$ cat config.mk
export PLATFORM = sky130hd
export DESIGN_NAME = utf16_to_utf8_transcoder_top
export DESIGN_NICKNAME = d
export VERILOG_FILES = /design/src/hw/rtl/u16u8_pkg.sv /design/src/hw/rtl/u16u8_front.sv /design/src/hw/rtl/u16u8_queue.sv /design/src/hw/rtl/u16u8_back.sv /design/src/hw/rtl/utf16_to_utf8_transcoder_top.sv
export SDC_FILE = /design/constraint.sdc
export NUM_CORES = 1
export LEC_CHECK = 0
export BUFFER_PORTS_ARGS = -buffer_cell sky130_fd_sc_hd__clkbuf_2
export CAP_MARGIN = 0
export CORE_ASPECT_RATIO = 0.8
export CORE_UTILIZATION = 62
export DETAILED_ROUTE_END_ITERATION = 10
export PLACE_DENSITY_LB_ADDON = 0.08
export SETUP_SLACK_MARGIN = 0.15
export SYNTH_ARGS = -nofsm -noshare
export SYNTH_HDL_FRONTEND = slang
export SYNTH_SLANG_ARGS = --single-unit
export TNS_END_PERCENT = 5
$ cat constraint.sdc
create_clock -name clk -period 11.7 [get_ports clk]
set_input_delay 1.755 -clock clk [delete_from_list [all_inputs] [get_ports clk]]
set_output_delay 1.755 -clock clk [all_outputs]
set_load 0.05 [all_outputs]
$ cat src/hw/rtl/u16u8_pkg.sv
package u16u8_pkg;

	// result status codes, carried in m_tuser
	localparam logic [1:0] ST_OK            = 2'd0;
	localparam logic [1:0] ST_UNPAIRED_HIGH = 2'd1;
	localparam logic [1:0] ST_LONE_LOW      = 2'd2;

	localparam int unsigned MAX_RES = 4;
	localparam int unsigned RES_IW  = $clog2(MAX_RES);

	// surrogate tags, unit bits 15..10
	localparam logic [5:0] TAG_HIGH = 6'b110110;
	localparam logic [5:0] TAG_LOW  = 6'b110111;

	localparam logic [20:0] SUPP_BASE = 21'h10000;

	// all results caused by one input unit, first result in entry 0
	typedef struct packed {
		logic [MAX_RES-1:0][7:0]  data;
		logic [MAX_RES-1:0][1:0]  status;
		logic [RES_IW-1:0]        last_idx;
	} job_t;

	// queue status towards the top level
	typedef struct packed {
		logic                     full;
		logic                     empty;
		logic [4:0]               count;
	} q_stat_t;

	typedef struct packed {
		logic [MAX_RES-1:0][7:0]  data;
		logic [2:0]               n;
	} enc_t;

	function automatic enc_t utf8_encode(input logic [20:0] cp);
		enc_t e;
		e = '0;
		if (cp <= 21'h7F) begin
			e.data[0] = cp[7:0];
			e.n       = 3'd1;
		end else if (cp <= 21'h7FF) begin
			e.data[0] = {3'b110, cp[10:6]};
			e.data[1] = {2'b10, cp[5:0]};
			e.n       = 3'd2;
		end else if (cp <= 21'hFFFF) begin
			e.data[0] = {4'b1110, cp[15:12]};
			e.data[1] = {2'b10, cp[11:6]};
			e.data[2] = {2'b10, cp[5:0]};
			e.n       = 3'd3;
		end else begin
			e.data[0] = {5'b11110, cp[20:18]};
			e.data[1] = {2'b10, cp[17:12]};
			e.data[2] = {2'b10, cp[11:6]};
			e.data[3] = {2'b10, cp[5:0]};
			e.n       = 3'd4;
		end
		return e;
	endfunction

endpackage

$ cat src/hw/rtl/u16u8_front.sv
module u16u8_front
	import u16u8_pkg::*;
(
	input  logic        clk,
	input  logic        arst_n,
	input  logic        accept,
	input  logic [15:0] code_unit,
	input  logic        string_end,
	output logic        push,
	output job_t        job
);

	logic [9:0] held_bits_q;
	logic       held_q;

	logic        is_high, is_low, pair, prefix;
	logic [20:0] cp;
	enc_t        enc;
	logic [MAX_RES-1:0][7:0] cur_d;
	logic [MAX_RES-1:0][1:0] cur_s;
	logic [2:0]  cur_n;
	logic [2:0]  total_n;

	assign is_high = code_unit[15:10] == TAG_HIGH;
	assign is_low  = code_unit[15:10] == TAG_LOW;
	assign pair    = held_q && is_low;
	assign prefix  = held_q && !is_low;

	always_comb begin
		if (pair) begin
			cp = SUPP_BASE + {1'b0, held_bits_q, code_unit[9:0]};
		end else begin
			cp = {5'd0, code_unit};
		end
	end

	assign enc = utf8_encode(cp);

	// results of the current unit alone
	always_comb begin
		cur_d = enc.data;
		cur_s = '0;
		cur_n = enc.n;
		if (!pair && is_high) begin
			cur_d    = '0;
			cur_s[0] = ST_UNPAIRED_HIGH;
			cur_n    = string_end ? 3'd1 : 3'd0;
		end else if (!pair && is_low) begin
			cur_d    = '0;
			cur_s[0] = ST_LONE_LOW;
			cur_n    = 3'd1;
		end
	end

	// a dropped hold goes first, then the unit's own results
	always_comb begin
		job.data   = cur_d;
		job.status = cur_s;
		if (prefix) begin
			job.data[0]   = 8'd0;
			job.status[0] = ST_UNPAIRED_HIGH;
			for (int i = 1; i < MAX_RES; i++) begin
				job.data[i]   = cur_d[i-1];
				job.status[i] = cur_s[i-1];
			end
		end
		total_n      = cur_n + {2'd0, prefix};
		job.last_idx = RES_IW'(total_n - 3'd1);
	end

	assign push = accept && (total_n != 3'd0);

	always_ff @(posedge clk or negedge arst_n) begin
		if (!arst_n) begin
			held_q      <= 1'b0;
			held_bits_q <= '0;
		end else if (accept) begin
			held_q      <= !pair && is_high && !string_end;
			held_bits_q <= (!pair && is_high && !string_end) ? code_unit[9:0] : 10'd0;
		end
	end

endmodule

$ cat src/hw/rtl/u16u8_queue.sv
module u16u8_queue
	import u16u8_pkg::*;
#(
	parameter int unsigned DEPTH = 2
) (
	input  logic    clk,
	input  logic    arst_n,
	input  logic    push,
	input  job_t    push_job,
	input  logic    pop,
	output job_t    pop_job,
	output q_stat_t stat
);

	localparam int unsigned AW = (DEPTH > 1) ? $clog2(DEPTH) : 1;
	localparam int unsigned CW = $clog2(DEPTH + 1);

	job_t          mem_q [DEPTH];
	logic [AW-1:0] wr_ptr_q, rd_ptr_q;
	logic [CW-1:0] count_q;

	function automatic logic [AW-1:0] bump(input logic [AW-1:0] p);
		return (p == AW'(DEPTH - 1)) ? '0 : p + AW'(1);
	endfunction

	always_ff @(posedge clk) begin
		if (push) begin
			mem_q[wr_ptr_q] <= push_job;
		end
	end

	assign pop_job = mem_q[rd_ptr_q];

	always_ff @(posedge clk or negedge arst_n) begin
		if (!arst_n) begin
			wr_ptr_q <= '0;
			rd_ptr_q <= '0;
			count_q  <= '0;
		end else begin
			if (push) wr_ptr_q <= bump(wr_ptr_q);
			if (pop)  rd_ptr_q <= bump(rd_ptr_q);
			count_q <= count_q + CW'(push) - CW'(pop);
		end
	end

	assign stat.full  = count_q == CW'(DEPTH);
	assign stat.empty = count_q == '0;
	assign stat.count = 5'(count_q);

endmodule

$ cat src/hw/rtl/u16u8_back.sv
module u16u8_back
	import u16u8_pkg::*;
(
	input  logic       clk,
	input  logic       arst_n,
	input  logic       job_avail,
	input  job_t       job_in,
	output logic       job_take,
	output logic       out_valid,
	input  logic       out_ready,
	output logic [7:0] out_byte,
	output logic [1:0] out_status,
	output logic       out_last
);

	job_t              cur_q;
	logic              valid_q;
	logic [RES_IW-1:0] idx_q;

	logic fire;

	assign out_valid  = valid_q;
	assign out_byte   = cur_q.data[idx_q];
	assign out_status = cur_q.status[idx_q];
	assign out_last   = idx_q == cur_q.last_idx;
	assign fire       = valid_q && out_ready;

	assign job_take = job_avail && (!valid_q || (fire && out_last));

	always_ff @(posedge clk) begin
		if (job_take) cur_q <= job_in;
	end

	always_ff @(posedge clk or negedge arst_n) begin
		if (!arst_n) begin
			valid_q <= 1'b0;
			idx_q   <= '0;
		end else if (job_take) begin
			valid_q <= 1'b1;
			idx_q   <= '0;
		end else if (fire) begin
			if (out_last) begin
				valid_q <= 1'b0;
				idx_q   <= '0;
			end else begin
				idx_q <= idx_q + RES_IW'(1);
			end
		end
	end

endmodule

$ cat src/hw/rtl/utf16_to_utf8_transcoder_top.sv
// channel  dir  tdata                 tuser        tlast
// s_*      in   [15:0] code_unit      -            string_end
// m_*      out  [7:0]  utf8_byte      [1:0] status run_last
//
// One result transaction per cycle leaves the output while m_tready is high: a unit yields 0 to 4
// results there, walked by the back end (a BMP unit up to 3, one more after a dropped hold).
// Input is taken every cycle while the job queue (QUEUE_DEPTH jobs) has room.
// A held high surrogate yields no output transaction; in an idle block the input transaction
// is registered in the queue, then in the back end's job register, before m_tvalid rises.
// Asynchronous active-low reset empties the queue and drops any held surrogate.
// Output stalls fill the queue, then s_tready falls; the front never stalls the back.
module utf16_to_utf8_transcoder_top
	import u16u8_pkg::*;
#(
	parameter int unsigned QUEUE_DEPTH = 2
) (
	input  logic        clk,
	input  logic        arst_n,
	input  logic        s_tvalid,
	output logic        s_tready,
	input  logic [15:0] s_tdata,   // [15:0] code_unit
	input  logic        s_tlast,
	output logic        m_tvalid,
	input  logic        m_tready,
	output logic [7:0]  m_tdata,   // [7:0] utf8_byte
	output logic [1:0]  m_tuser,   // [1:0] status
	output logic        m_tlast
);

	logic    accept, push, take;
	job_t    push_job, head_job;
	q_stat_t q_stat;

	assign s_tready = !q_stat.full;
	assign accept   = s_tvalid && s_tready;

	// front: surrogate pairing and byte expansion into at most one job per unit
	u16u8_front u_front (
		.clk        (clk),
		.arst_n     (arst_n),
		.accept     (accept),
		.code_unit  (s_tdata),
		.string_end (s_tlast),
		.push       (push),
		.job        (push_job)
	);

	// job queue, decouples the unit rate from the byte rate
	u16u8_queue #(
		.DEPTH (QUEUE_DEPTH)
	) u_queue (
		.clk      (clk),
		.arst_n   (arst_n),
		.push     (push),
		.push_job (push_job),
		.pop      (take),
		.pop_job  (head_job),
		.stat     (q_stat)
	);

	// back: walks the job's results, one transaction per cycle while m_tready is high
	u16u8_back u_back (
		.clk        (clk),
		.arst_n     (arst_n),
		.job_avail  (!q_stat.empty),
		.job_in     (head_job),
		.job_take   (take),
		.out_valid  (m_tvalid),
		.out_ready  (m_tready),
		.out_byte   (m_tdata),
		.out_status (m_tuser),
		.out_last   (m_tlast)
	);

`ifndef SYNTHESIS
	a_queue_bound: assert property (@(posedge clk) disable iff (!arst_n)
		q_stat.count <= 5'(QUEUE_DEPTH))
		else $error("job queue overfilled");

	a_err_zero: assert property (@(posedge clk) disable iff (!arst_n)
		(m_tvalid && m_tuser != ST_OK) |-> (m_tdata == 8'd0))
		else $error("error result carries a non-zero byte");

	a_lone_low_last: assert property (@(posedge clk) disable iff (!arst_n)
		(m_tvalid && m_tuser == ST_LONE_LOW) |-> m_tlast)
		else $error("lone low surrogate error not last of its run");

	a_latency: assert property (@(posedge clk) disable iff (!arst_n)
		(push && q_stat.empty && !m_tvalid) |-> ##2 m_tvalid)
		else $error("job pushed into idle block not shown in time");
`endif

endmodule

==> results.ini <==
[status]
status = completed

[setup_path]
critPathRequiredTime_ns = 11.72
cp_cell_sequence = clkbuf_2 > nand4b_1 > o31a_1 > or4_1 > o31ai_4 > a21oi_1 > nor2_1 > ha_1 > ha_1 > inv_1 > ha_1 > a21oi_1 > nor2b_4
critical_path.max_fanout = 36
critPathKind = input port to flop
cp-start-kind = input port
cpMostUsedCell = ha_1
max_stage_delay_ns = 0.94
crit_arrival_ns = 5.81
cp-end-kind = flop
r2r_slack_ns = 7.03
crit_path_top_delay_cell = nor2b_4

[yosys]
synth.distinct_cells = 55
synth-warning-count = 0
synth_flop_cell = edfxtp_1
synthArstFlopShare = 0.143
ys_seq_area_frac = 0.652
synth_area_leader_cell = edfxtp_1
synth_seq_cells = 126
synthTopCellsByArea = edfxtp_1 (57%), dfrtp_1 (7.9%), mux2_2 (7.2%)
synth_top_area_frac = 0.572
syn_area_per_cell_sq_um = 14.1
synth-edff-count = 108
syn_area_sq_um = 5670
synthCells = 403

[clock_tree]
cts_tree = done
clk_latency_ns = 0.41
htreeDepth = 4
ctsResizeCount = 0
cts_max_path_buffers = 2
cts_setup_buffers = 0
cts-root-buf = clkbuf_16
clk_pin_slew_ns = 0.06
cts_num_sinks = 126
cts_hold_buf = 0
cts_made_buffers = 17

[routing]
drc = 0
drtIter0Drc = 373
vias = 3541
wl_per_cell_microns = 21.8
wl_microns = 12300
first_pass_iters = 6
ant_nets = 0
vias_per_cell = 6.27

[sta]
fin_crit_sh = 0.495
final_max_slew_viol_count = 0
finClkSkew_ns = 0.00920
finalSetupTns_ns = 0
hold_viol_final = 0
period_minus_slack_ns = 5.79
fmax_mhz = 173
relSlewSlack = 0.285
rsz0062_at_grt = false
worstMarginPinSlew_ns = 1.07
setup_viol_count_final = 0

[global_routing]
grt_usage = 0.283
grt-ovfl-total = 0
grt_pass1_vias = 3517
antenna_found_initial = 0
grt_max_degree = 39
grt_pass1_wl_microns = 19100

[cells_and_area]
final_core_util = 0.756
antenna_cells = 0
drive_gt1_frac = 0.269
fillers = 479
final_nets = 467
areaGrowthSynthToFinish_pct = 15.7

[power]
p_leak_nw = 2.42
seqPwrFrac = 0.416
power_density_nw_per_um2 = 251
clkPwrFrac = 0.330
p_int_w = 0.00112
comb_power_share = 0.254
ir_drop_mv = 0.223
switching_power_w = 0.000532
switching_share = 0.323

[floorplanning]
num_rows = 30
top_level_ports = 34
die_h_microns = 87.5
die-area_sq_um = 9530
start_util = 0.654
design.core.area_sq_um = 8670
fp.dieW_microns = 109

[place]
io_buffer_count = 33
dpl.hpwl_microns = 8090
routabilityCongestion = 0.929

[min_path]
hold_path.class = flop to flop

[run]
drv_cap = 0

## layer usage
layer / global-route usage / up-vias / part of all wire
met5: 0 / - / 0
met4: 0.109 / 0 / 0.016
met2: 0.435 / 118 / 0.47
met3: 0.0613 / 17 / 0.061
li1: - / 1628 / -
met1: 0.399 / 1778 / 0.45
## flip-flops by register name, indices dropped and copies added, names as in the netlist
| register | flops |
|---|---|
| u_front.held_q | 1 |
| u_back.idx_q | 2 |
| u_queue.rd_ptr_q | 1 |
| u_queue.wr_ptr_q | 1 |
| u_queue.mem_q | 72 |
| u_back.cur_q | 36 |
| u_front.held_bits_q | 10 |
| u_back.out_valid | 1 |
| u_queue.count_q | 2 |
## cells in the mapped netlist, drive strengths merged (4+ instances only)
| library cell | count |
|---|---|
| nor3 | 7 |
| o211ai | 4 |
| edfxtp | 108 |
| inv | 14 |
| a21oi | 22 |
| a22o | 12 |
| nand2 | 27 |
| mux2i | 4 |
| mux2 | 36 |
| buf | 5 |
| o21ai | 10 |
| mux4 | 7 |
| nand3 | 11 |
| dfrtp | 18 |
| xor2 | 6 |
| nor2b | 11 |
| ha | 6 |
| nor2 | 21 |
| o31ai | 4 |
| clkbuf | 16 |
## worst max-delay path, delay by kind of cell
kind,cells,cell delay (ns)
adders and majority gates,3,0.46
buffers and inverters,2,0.14
AOI/OAI and AO/OA,4,1.21
and+or+nand+nor,4,2.20
## cells in the final DEF (no fill, tap or decap), types with 7 or more instances in the layout
cell and instances:
nor2_1 20, nor3_1 7, a21oi_1 21, nand3_1 11, a22o_1 12, dfrtp_1 18, edfxtp_1 108, inv_1 13
nand2_1 27, nor2b_1 10, o21ai_0 9, mux4_2 7, mux2_2 36, clkbuf_2 33, clkbuf_16 17
## final timing paths
kind                                   startpoint                endpoint  depth (start not counted)
min reg2reg                  u_queue.mem_q[0][20]        u_back.cur_q[20]                          1
min in group asynchronous                  arst_n  u_front.held_bits_q[7]                          1
max                                   s_tdata[13]    u_queue.mem_q[0][18]                         13
min                          u_queue.mem_q[0][20]        u_back.cur_q[20]                          1
max reg2reg                u_front.held_bits_q[6]    u_queue.mem_q[0][18]                         13
max in group asynchronous                  arst_n        u_queue.rd_ptr_q                          1
## final cells by class
cell class | count | area, sq um | share of cell area
Tap cell | 112 | 140 | 0.0214
Sequential cell | 126 | 3690 | 0.563
Inverter | 14 | 52.6 | 0.00801
Clock buffer | 17 | 425 | 0.0649
Clock inverter | 15 | 185 | 0.0282
Timing Repair Buffer | 38 | 203 | 0.0309
Multi-Input combinational cell | 243 | 1860 | 0.283
## per-stage QoR
step	total power, W	worst slack [ns]	cell area, sq um	std cells	hold slack, ns
6_report	0.00165	5.91	6560	565	0.544
5_1_grt	0.00171	5.61	6560	565	0.549
4_1_cts	0.00166	5.92	6560	565	0.546
3_5_place_dp	0.00111	5.53	5950	533	0.526
3_3_place_gp	0.00110	5.59	5950	533	0.492
2_1_floorplan	0.000999	5.39	5670	404	0.455
## cell families (layout without fill, tap and decap cells)
logic type	after synthesis	after routing	synth area share
other	1	2	0.000662
multiplexers	47	47	0.106
AO/OA/AOI/OAI	84	84	0.107
XOR/XNOR	9	9	0.0139
buffers and inverters	35	84	0.0241
flip-flops	126	126	0.652
adder cells (fa/ha/maj)	6	6	0.0132
AND/OR/NAND/NOR	95	95	0.0830
## power by group through the flow
stage / combinational, W / sequential [W] / clock [W]
floorplan: 0.000332 / 0.000668 / 0
global placement: 0.000412 / 0.000687 / 0
detailed placement: 0.000417 / 0.000693 / 0
CTS: 0.000422 / 0.000687 / 0.000548
global route: 0.000447 / 0.000696 / 0.000567
finish: 0.000418 / 0.000686 / 0.000544
Note: power is estimated with default switching activity, not from simulation.
